[config.mk]
export PLATFORM = sky130hd
export DESIGN_NAME = murmur64b_hash
export DESIGN_NICKNAME = d
export VERILOG_FILES = /design/src/hw/rtl/mh64b_pkg.sv /design/src/hw/rtl/mh64b_front.sv /design/src/hw/rtl/mh64b_fifo.sv /design/src/hw/rtl/mh64b_back.sv /design/src/hw/rtl/murmur64b_hash.sv
export SDC_FILE = /design/constraint.sdc
export NUM_CORES = 2
export LEC_CHECK = 0
export BUFFER_PORTS_ARGS = -buffer_cell sky130_fd_sc_hd__buf_2
export CAP_MARGIN = 20
export CORE_MARGIN = 5
export CORE_UTILIZATION = 58
export CTS_CLUSTER_SIZE = 10
export DETAILED_ROUTE_END_ITERATION = 16
export PLACE_DENSITY_LB_ADDON = 0.1
export SLEW_MARGIN = 15
export SYNTH_ARGS = -nofsm -noshare
export SYNTH_HDL_FRONTEND = slang
export SYNTH_SLANG_ARGS = --single-unit
export TNS_END_PERCENT = 30
[constraint.sdc]
create_clock -name clk_i -period 9.85 [get_ports clk_i]
set_input_delay 1.97 -clock clk_i [delete_from_list [all_inputs] [get_ports clk_i]]
set_output_delay 1.97 -clock clk_i [all_outputs]
set_load 0.005 [all_outputs]
[src/hw/rtl/mh64b_pkg.sv]
// Shared types, constants and mixing helpers for the murmur64b_hash block.
// No dependencies; every other file of the block refers to it by scoped names.
`timescale 1ns / 1ps
`default_nettype none

package mh64b_pkg;

  localparam logic [31:0] MixMul     = 32'h5bd1e995;
  localparam int unsigned MixShift   = 24;
  localparam logic [31:0] SeedReset  = 32'd97;
  localparam int unsigned QueueDepth = 4;

  typedef enum logic [1:0] {
    KIND_NONE,
    KIND_FULL,
    KIND_PART
  } kind_e;

  // One classified word handed from the front to the back.
  typedef struct packed {
    kind_e       kind;
    logic        first;
    logic        last;
    logic [31:0] data;   // scrambled full word, or masked tail bytes
    logic [31:0] init;   // seed xor length, used when first is set
  } op_t;

  // Low 32 bits of x times the mixing constant.
  function automatic logic [31:0] mul_mix(input logic [31:0] x);
    logic [31:0] p;
    p = x * MixMul;
    return p;
  endfunction

  // Shift amount of each of the four final cross-mix rounds.
  function automatic logic [4:0] fin_shift(input logic [1:0] round);
    logic [4:0] s;
    unique case (round)
      2'd0: s = 5'd18;
      2'd1: s = 5'd22;
      2'd2: s = 5'd17;
      2'd3: s = 5'd19;
      default: s = 5'd18;
    endcase
    return s;
  endfunction

endpackage

`default_nettype wire

[src/hw/rtl/mh64b_front.sv]
// Front end of murmur64b_hash: accepts words, classifies them, scrambles full words.
// Depends on mh64b_pkg.
`timescale 1ns / 1ps
`default_nettype none

module mh64b_front (
  input  wire logic               clk_i,
  input  wire logic               rst_ni,
  input  wire logic               seed_we_i,
  input  wire logic [31:0]        seed_i,
  input  wire logic               push_i,
  output logic                    full_o,
  input  wire logic [31:0]        data_word_i,
  input  wire logic [2:0]         valid_bytes_i,
  input  wire logic               last_i,
  input  wire logic [31:0]        total_length_i,
  output logic                    op_valid_o,
  input  wire logic               op_full_i,
  output mh64b_pkg::op_t          op_o
);

  logic [31:0]    seed_val_q;
  logic           in_msg_q;
  logic           s1_valid_q;
  mh64b_pkg::op_t s1_q;
  mh64b_pkg::op_t s1_d;
  logic           accept;
  logic           advance;
  logic [31:0]    tail;
  logic [31:0]    mixed;

  assign advance = s1_valid_q & ~op_full_i;
  assign full_o  = s1_valid_q & op_full_i;
  assign accept  = push_i & ~full_o;

  always_comb begin
    unique case (valid_bytes_i)
      3'd1:    tail = {24'd0, data_word_i[7:0]};
      3'd2:    tail = {16'd0, data_word_i[15:0]};
      3'd3:    tail = {8'd0, data_word_i[23:0]};
      default: tail = '0;
    endcase
  end

  // First multiply of the scramble happens here, the second on the way out.
  always_comb begin
    s1_d.first = ~in_msg_q;
    s1_d.last  = last_i;
    s1_d.init  = seed_val_q ^ total_length_i;
    if (valid_bytes_i >= 3'd4) begin
      s1_d.kind = mh64b_pkg::KIND_FULL;
      s1_d.data = mh64b_pkg::mul_mix(data_word_i);
    end else if (valid_bytes_i == 3'd0) begin
      s1_d.kind = mh64b_pkg::KIND_NONE;
      s1_d.data = '0;
    end else begin
      s1_d.kind = mh64b_pkg::KIND_PART;
      s1_d.data = tail;
    end
  end

  assign mixed = s1_q.data ^ (s1_q.data >> mh64b_pkg::MixShift);

  always_comb begin
    op_o = s1_q;
    if (s1_q.kind == mh64b_pkg::KIND_FULL) begin
      op_o.data = mh64b_pkg::mul_mix(mixed);
    end
  end

  assign op_valid_o = advance;

  always_ff @(posedge clk_i or negedge rst_ni) begin
    if (!rst_ni) begin
      seed_val_q <= mh64b_pkg::SeedReset;
      in_msg_q   <= 1'b0;
      s1_valid_q <= 1'b0;
    end else begin
      if (seed_we_i) begin
        seed_val_q <= seed_i;
      end
      if (accept) begin
        in_msg_q   <= ~last_i;
        s1_valid_q <= 1'b1;
      end else if (advance) begin
        s1_valid_q <= 1'b0;
      end
    end
  end

  always_ff @(posedge clk_i) begin
    if (accept) begin
      s1_q <= s1_d;
    end
  end

endmodule

`default_nettype wire

[src/hw/rtl/mh64b_fifo.sv]
// Short show-ahead queue of classified words between the front and back ends.
// Depends on mh64b_pkg.
`timescale 1ns / 1ps
`default_nettype none

module mh64b_fifo #(
  parameter int unsigned Depth = mh64b_pkg::QueueDepth
) (
  input  wire logic           clk_i,
  input  wire logic           rst_ni,
  input  wire logic           wr_i,
  input  wire mh64b_pkg::op_t wr_data_i,
  output logic                full_o,
  input  wire logic           rd_i,
  output mh64b_pkg::op_t      rd_data_o,
  output logic                empty_o
);

  localparam int unsigned PtrW = (Depth > 1) ? $clog2(Depth) : 1;
  localparam int unsigned CntW = $clog2(Depth + 1);

  mh64b_pkg::op_t  mem_q [Depth];
  logic [PtrW-1:0] wr_ptr_q;
  logic [PtrW-1:0] rd_ptr_q;
  logic [CntW-1:0] cnt_q;
  logic            do_wr;
  logic            do_rd;

  assign full_o    = (cnt_q == CntW'(Depth));
  assign empty_o   = (cnt_q == '0);
  assign do_wr     = wr_i & ~full_o;
  assign do_rd     = rd_i & ~empty_o;
  assign rd_data_o = mem_q[rd_ptr_q];

  function automatic logic [PtrW-1:0] bump(input logic [PtrW-1:0] p);
    logic [PtrW-1:0] n;
    if (p == PtrW'(Depth - 1)) begin
      n = '0;
    end else begin
      n = p + PtrW'(1);
    end
    return n;
  endfunction

  always_ff @(posedge clk_i or negedge rst_ni) begin
    if (!rst_ni) begin
      wr_ptr_q <= '0;
      rd_ptr_q <= '0;
      cnt_q    <= '0;
    end else begin
      if (do_wr) begin
        wr_ptr_q <= bump(wr_ptr_q);
      end
      if (do_rd) begin
        rd_ptr_q <= bump(rd_ptr_q);
      end
      if (do_wr && !do_rd) begin
        cnt_q <= cnt_q + CntW'(1);
      end else if (do_rd && !do_wr) begin
        cnt_q <= cnt_q - CntW'(1);
      end
    end
  end

  always_ff @(posedge clk_i) begin
    if (do_wr) begin
      mem_q[wr_ptr_q] <= wr_data_i;
    end
  end

endmodule

`default_nettype wire

[src/hw/rtl/mh64b_back.sv]
// Back end of murmur64b_hash: accumulator updates, final cross-mix, result register.
// Depends on mh64b_pkg; shares one constant multiplier over all steps.
`timescale 1ns / 1ps
`default_nettype none

module mh64b_back (
  input  wire logic           clk_i,
  input  wire logic           rst_ni,
  input  wire mh64b_pkg::op_t op_i,
  input  wire logic           op_empty_i,
  output logic                op_pop_o,
  output logic                empty_o,
  input  wire logic           pop_i,
  output logic [63:0]         hash_value_o
);

  typedef enum logic [1:0] {
    ST_IDLE,
    ST_DATA,
    ST_FIN
  } state_e;

  state_e         state_q;
  mh64b_pkg::op_t ent_q;
  logic [31:0]    acc1_q;
  logic [31:0]    acc2_q;
  logic           parity_q;
  logic [1:0]     round_q;
  logic           out_valid_q;
  logic           out_valid_d;
  logic [63:0]    hash_q;
  logic [31:0]    mul_in;
  logic [31:0]    mul_out;
  logic [4:0]     shamt;
  logic           out_pop;
  logic           out_free;
  logic           fin_done;

  assign out_pop      = pop_i & out_valid_q;
  assign out_free     = ~out_valid_q | out_pop;
  assign fin_done     = (state_q == ST_FIN) & (round_q == 2'd3) & out_free;
  assign out_valid_d  = fin_done | (out_valid_q & ~out_pop);
  assign empty_o      = ~out_valid_q;
  assign hash_value_o = hash_q;
  assign op_pop_o     = (state_q == ST_IDLE) & ~op_empty_i;
  assign shamt        = mh64b_pkg::fin_shift(round_q);

  always_comb begin
    unique case (state_q)
      ST_DATA: begin
        if (ent_q.kind == mh64b_pkg::KIND_FULL) begin
          mul_in = parity_q ? acc2_q : acc1_q;
        end else begin
          mul_in = acc2_q ^ ent_q.data;
        end
      end
      ST_FIN: begin
        mul_in = round_q[0] ? (acc2_q ^ (acc1_q >> shamt)) : (acc1_q ^ (acc2_q >> shamt));
      end
      default: mul_in = acc1_q;
    endcase
  end

  assign mul_out = mh64b_pkg::mul_mix(mul_in);

  always_ff @(posedge clk_i or negedge rst_ni) begin
    if (!rst_ni) begin
      state_q     <= ST_IDLE;
      parity_q    <= 1'b0;
      round_q     <= '0;
      out_valid_q <= 1'b0;
    end else begin
      out_valid_q <= out_valid_d;
      unique case (state_q)
        ST_IDLE: begin
          if (!op_empty_i) begin
            if (op_i.first) begin
              parity_q <= 1'b0;
            end
            if (op_i.kind != mh64b_pkg::KIND_NONE) begin
              state_q <= ST_DATA;
            end else if (op_i.last) begin
              state_q <= ST_FIN;
            end
          end
        end
        ST_DATA: begin
          if (ent_q.kind == mh64b_pkg::KIND_FULL) begin
            parity_q <= ~parity_q;
          end
          state_q <= ent_q.last ? ST_FIN : ST_IDLE;
        end
        ST_FIN: begin
          if (round_q != 2'd3) begin
            round_q <= round_q + 2'd1;
          end else if (out_free) begin
            round_q     <= '0;
            parity_q    <= 1'b0;
            state_q     <= ST_IDLE;
          end
        end
        default: state_q <= ST_IDLE;
      endcase
    end
  end

  // Datapath registers: accumulators, held word and result.
  always_ff @(posedge clk_i) begin
    unique case (state_q)
      ST_IDLE: begin
        if (!op_empty_i) begin
          ent_q <= op_i;
          if (op_i.first) begin
            acc1_q <= op_i.init;
            acc2_q <= '0;
          end
        end
      end
      ST_DATA: begin
        if (ent_q.kind == mh64b_pkg::KIND_FULL) begin
          if (parity_q) begin
            acc2_q <= mul_out ^ ent_q.data;
          end else begin
            acc1_q <= mul_out ^ ent_q.data;
          end
        end else if (ent_q.kind == mh64b_pkg::KIND_PART) begin
          acc2_q <= mul_out;
        end
      end
      ST_FIN: begin
        if (round_q != 2'd3) begin
          if (round_q[0]) begin
            acc2_q <= mul_out;
          end else begin
            acc1_q <= mul_out;
          end
        end else if (out_free) begin
          acc2_q <= mul_out;
          hash_q <= {acc1_q, mul_out};
        end
      end
      default: ;
    endcase
  end

endmodule

`default_nettype wire

[src/hw/rtl/murmur64b_hash.sv]
// Top level of the streaming MurmurHash64B engine.
// Depends on mh64b_pkg, mh64b_front, mh64b_fifo and mh64b_back.
// Usage:
//   Input channel: present a word on data_word_i/valid_bytes_i/last_i/total_length_i
//   and raise push; the word is taken at an edge where push is high and full is
//   low. total_length_i counts only on the first word of a message. Words below
//   four valid bytes belong at the end of a message.
//   Result channel: while empty is low, hash_value_o holds the oldest hash; raise
//   pop to take it. One hash per message, on the word with last_i set.
//   Seed: pulse seed_we_i with seed_i while the block is idle; it applies from
//   the next message.
// Timing:
//   The front end registers a word and hands it to a four-word queue. The back
//   end fetches each word from the queue in ST_IDLE and does one accumulator
//   multiply in ST_DATA on its shared multiplier; after the last word it runs
//   the final cross-mix rounds in ST_FIN. It takes a new word only in ST_IDLE,
//   so it cannot start a word before it is through with the previous one; the
//   back end sets the sustained rate.
// Reset empties the queue and result register and restores the seed to 97. When
// the receiver stalls, the back end holds its last round, the queue fills, and
// full rises; nothing is dropped.
`timescale 1ns / 1ps
`default_nettype none

module murmur64b_hash #(
  parameter int unsigned QueueDepth = mh64b_pkg::QueueDepth
) (
  input  wire logic        clk_i,
  input  wire logic        rst_ni,
  input  wire logic        seed_we_i,
  input  wire logic [31:0] seed_i,
  input  wire logic        push,
  output logic             full,
  input  wire logic [31:0] data_word_i,
  input  wire logic [2:0]  valid_bytes_i,
  input  wire logic        last_i,
  input  wire logic [31:0] total_length_i,
  output logic             empty,
  input  wire logic        pop,
  output logic [63:0]      hash_value_o
);

  mh64b_pkg::op_t fr_op;
  mh64b_pkg::op_t bk_op;
  logic           fr_valid;
  logic           q_full;
  logic           q_empty;
  logic           bk_pop;

  // Take words, classify them, scramble full words.
  mh64b_front u_front (
    .clk_i          (clk_i),
    .rst_ni         (rst_ni),
    .seed_we_i      (seed_we_i),
    .seed_i         (seed_i),
    .push_i         (push),
    .full_o         (full),
    .data_word_i    (data_word_i),
    .valid_bytes_i  (valid_bytes_i),
    .last_i         (last_i),
    .total_length_i (total_length_i),
    .op_valid_o     (fr_valid),
    .op_full_i      (q_full),
    .op_o           (fr_op)
  );

  // Decouple the front end from the back end.
  mh64b_fifo #(
    .Depth (QueueDepth)
  ) u_fifo (
    .clk_i     (clk_i),
    .rst_ni    (rst_ni),
    .wr_i      (fr_valid),
    .wr_data_i (fr_op),
    .full_o    (q_full),
    .rd_i      (bk_pop),
    .rd_data_o (bk_op),
    .empty_o   (q_empty)
  );

  // Fold words into the accumulators and finish each message.
  mh64b_back u_back (
    .clk_i        (clk_i),
    .rst_ni       (rst_ni),
    .op_i         (bk_op),
    .op_empty_i   (q_empty),
    .op_pop_o     (bk_pop),
    .empty_o      (empty),
    .pop_i        (pop),
    .hash_value_o (hash_value_o)
  );

endmodule

`default_nettype wire
==> qor.txt <==
TIMING
------------------------------------------------------------------------------------------------------
Max-slew headroom at the worst pin                                                              31.91%
Skew final                                                                                  0.02544 ns
Setup tns final                                                                                   0 ns
Setup repair after global routing missed its margin                                                 no
Smallest setup slack after layout                                                            0.4242 ns
Slew Viols, Final                                                                                    0
Worst-Margin Slew                                                                             1.021 ns
Final-report hold violation count                                                                    0
Maximum clock rate                                                                           106.1 MHz
Minimum period implied by the final worst setup slack                                         9.426 ns
Endpoints failing setup                                                                              0
Tcrit/Tclk final                                                                                95.69%

DRT
------------------------------------------------------------------------------------------------------
Number of vias per cell after detailed routing                                                   5.584
Mean routed wirelength per cell                                                               22.57 um
Number of antenna-violating nets in the routed design                                                0
Wire length after detailed routing                                                          131,800 um
Number of design-rule violations left by the first detailed-router iteration                     2,476
Router iterations before antenna repair                                                              6
Drc violations                                                                                       0
Vias after detailed routing                                                                     32,610

WORST HOLD PATH
------------------------------------------------------------------------------------------------------
Path category of the worst min-delay check                                                flip-flop to flip-flop

SETUP PATH
------------------------------------------------------------------------------------------------------
WP data required                                                                              10.29 ns
Cell type of the slowest stage on the worst timing path                                           fa_1
CP startpoint kind                                                                           flip-flop
WP buf/inv                                                                                           8
WP data arrival                                                                                9.87 ns
Crit. End Element                                                                            flip-flop
Peak per-stage delay on the critical path                                                      0.52 ns
Worst Path Class, Setup                                                                   flip-flop to flip-flop
Top fanout value on the critical path                                                               24
Cell repeated most along the worst path                                                           fa_1
Largest delay contributor family on the critical path                                      adder cells

STATUS
------------------------------------------------------------------------------------------------------
Outcome                                                                                   finished clean

SYNTH
------------------------------------------------------------------------------------------------------
Cell area after technology mapping                                                        0.05052 sq mm
Mean Syn Cell Area                                                                         11.41 sq um
Area contributors post-synth                                                              edfxtp_1, fa_1, ha_1
Proportion of netlist area held by the largest area contributor                                 29.90%
Proportion of synthesized chip area in sequential cells                                         32.23%
Total of flip-flops plus latches after synthesis                                                   550
Most area-hungry cell type in the Yosys netlist                                               edfxtp_1
Number of unique standard cell types used by synthesis                                              73
Yosys warns                                                                                          0
Cell count after synthesis                                                                       4,430
Flip-flop cell with the highest count after synthesis                                         edfxtp_1
Post-synth EDFFs                                                                                   503
Net Count, Synth                                                                                 5,736
Most frequent cell after synthesis                                                               inv_1
Synth async-reset ratio                                                                         8.545%
Synth top cells by count                                                                  inv_1, ha_1, fa_1

LAYOUT
------------------------------------------------------------------------------------------------------
Footprint of the multi-input gates                                                        0.02987 sq mm
Area grow syn2layout                                                                            9.242%
Final nets                                                                                       5,952
Share of final-layout standard cells stronger than drive strength 1                             10.68%
Filler cells                                                                                     6,979
Sequential cell area                                                                      0.01629 sq mm

FLOORPLANNING
------------------------------------------------------------------------------------------------------
# rows                                                                                             108
Area of the core                                                                          0.08662 sq mm
Die Footprint                                                                             0.09311 sq mm
Die height                                                                                    305.1 um
Width of the chip                                                                             305.1 um
I/O pin count                                                                                      171
Initial Util                                                                                    58.33%

CTS
------------------------------------------------------------------------------------------------------
Quantity of hold-fixing buffers added after cts                                                      0
Total CTS buffers                                                                                   68
Clock transition at the register clock pins on the worst setup and hold paths after CTS        0.06 ns
Source-to-sink clock delay at the later pin of the worst-skew pair                             0.62 ns
Clk Tree Root Cell                                                                           clkbuf_16
TritonCTS clock tree                                                                               yes
H-tree level count                                                                                   3
Clk buf depth                                                                                        3
Sink count of the clock tree                                                                       550

PLACE
------------------------------------------------------------------------------------------------------
GPL Wtd Cong                                                                                    0.9680
Post-DP HPWL                                                                                103,600 um
Port Buffer Count                                                                                  170
Place WS                                                                                     0.1792 ns

GLOBAL ROUTING
------------------------------------------------------------------------------------------------------
Global-route wire length before repair                                                      204,400 um
Aggregate global routing overflow                                                                    0
Total routing usage reported by global routing                                                  28.65%
Initial antenna violation count                                                                      3
Largest net degree at the start of global routing                                                   70
Via count of the first global-routing pass                                                      33,960

RUN
------------------------------------------------------------------------------------------------------
Max-Cap Viols                                                                                        0

==> worst paths after layout <==
kind | start | endpoint | slack (ns) | cells after the start
hold reg to reg | u_front.in_msg_q | u_front.in_msg_q | 0.48 | 2
max in group asynchronous | rst_ni | u_fifo.rd_ptr_q[0] | 7.86 | 2
min in group asynchronous | rst_ni | u_front.seed_val_q[17] | 1.47 | 2
setup / recovery | u_back.round_q[0] | u_back.acc1_q[29] | 0.42 | 35
setup reg to reg | u_back.round_q[0] | u_back.acc1_q[29] | 0.42 | 35
hold / removal | u_front.in_msg_q | u_front.in_msg_q | 0.48 | 2
==> through the flow <==
| step | cells | utilization (%) | hold WS [ns] | area (sq um) |
|---|---|---|---|---|
| 3_3_place_gp | 5730 | 61.32 | 0.4693 | 53110 |
| 5_1_grt | 5838 | 63.72 | 0.5198 | 55190 |
| 3_5_place_dp | 5730 | 61.32 | 0.4752 | 53110 |
| 2_1_floorplan | 4430 | - | 0.4498 | 50520 |
| 4_1_cts | 5837 | 63.65 | 0.4874 | 55140 |
| 6_report | 5839 | 63.72 | 0.4832 | 55190 |
==> placed cells by master, fill, tap and decap left out, drive strengths merged, types with 119 or more instances in the layout <==
cell / synthesis / layout
inv: 1083 / 1085
fa: 543 / 543
xnor2: 155 / 155
nor2: 119 / 119
o21ai: 172 / 172
nand2: 195 / 195
ha: 658 / 658
edfxtp: 503 / 503
a21oi: 175 / 175
buf: 26 / 254
==> area by class of cell <==
class	instances	share of cell area, %
Tap cell	1155	2.618
Antenna cell	1	0.004534
Multi-Input combinational cell	2689	54.12
Sequential cell	550	29.51
Clock buffer	92	3.303
Timing Repair Buffer	254	2.707
Inverter	1083	7.372
Clock inverter	15	0.3650
==> registers in the layout, summed over array words and instances (netlist names) <==
signal	count
u_fifo.mem_q	272
u_back.hash_value_o	64
u_front.op_o	36
u_back.ent_q	35
u_back.acc1_q	32
u_back.acc2_q	32
u_front.s1_q	32
u_front.seed_val_q	32
u_fifo.cnt_q	3
u_back.round_q	2
u_back.state_q	2
u_fifo.rd_ptr_q	2
u_fifo.wr_ptr_q	2
u_back.out_valid_q	1
u_back.parity_q	1
u_front.in_msg_q	1
u_front.s1_valid_q	1
==> worst min-delay path: stages, from the launching register on <==
cell and delay [ns]:
dfrtp_1 0.34, nand2_1 0.04, o21ai_0 0.06
==> routing by layer <==
layer	track usage (%)	part of all wire, %
met5	0	0
met3	3.406	5.6
met1	38.96	41
met4	9.651	3.9
met2	48.62	49
==> what timing repair did <==
item                       4_1_cts  5_1_grt
setup buffers                    0        1
setup endpoints to repair        0       22
resized for setup                0        9
==> cell families after synthesis <==
| group | Yosys count | synth area share, % |
|---|---|---|
| DFF | 550 | 32.23 |
| and+or+nand+nor | 489 | 4.410 |
| buffers and inverters | 1191 | 8.898 |
| xor gates and xnor gates | 249 | 4.371 |
| AOI/OAI and AO/OA | 579 | 7.058 |
| muxes | 171 | 5.223 |
| adders and majority gates | 1201 | 37.81 |
Power is not shown: default switching activity piles up to over one toggle a cycle in this logic, so the estimate is an artifact.
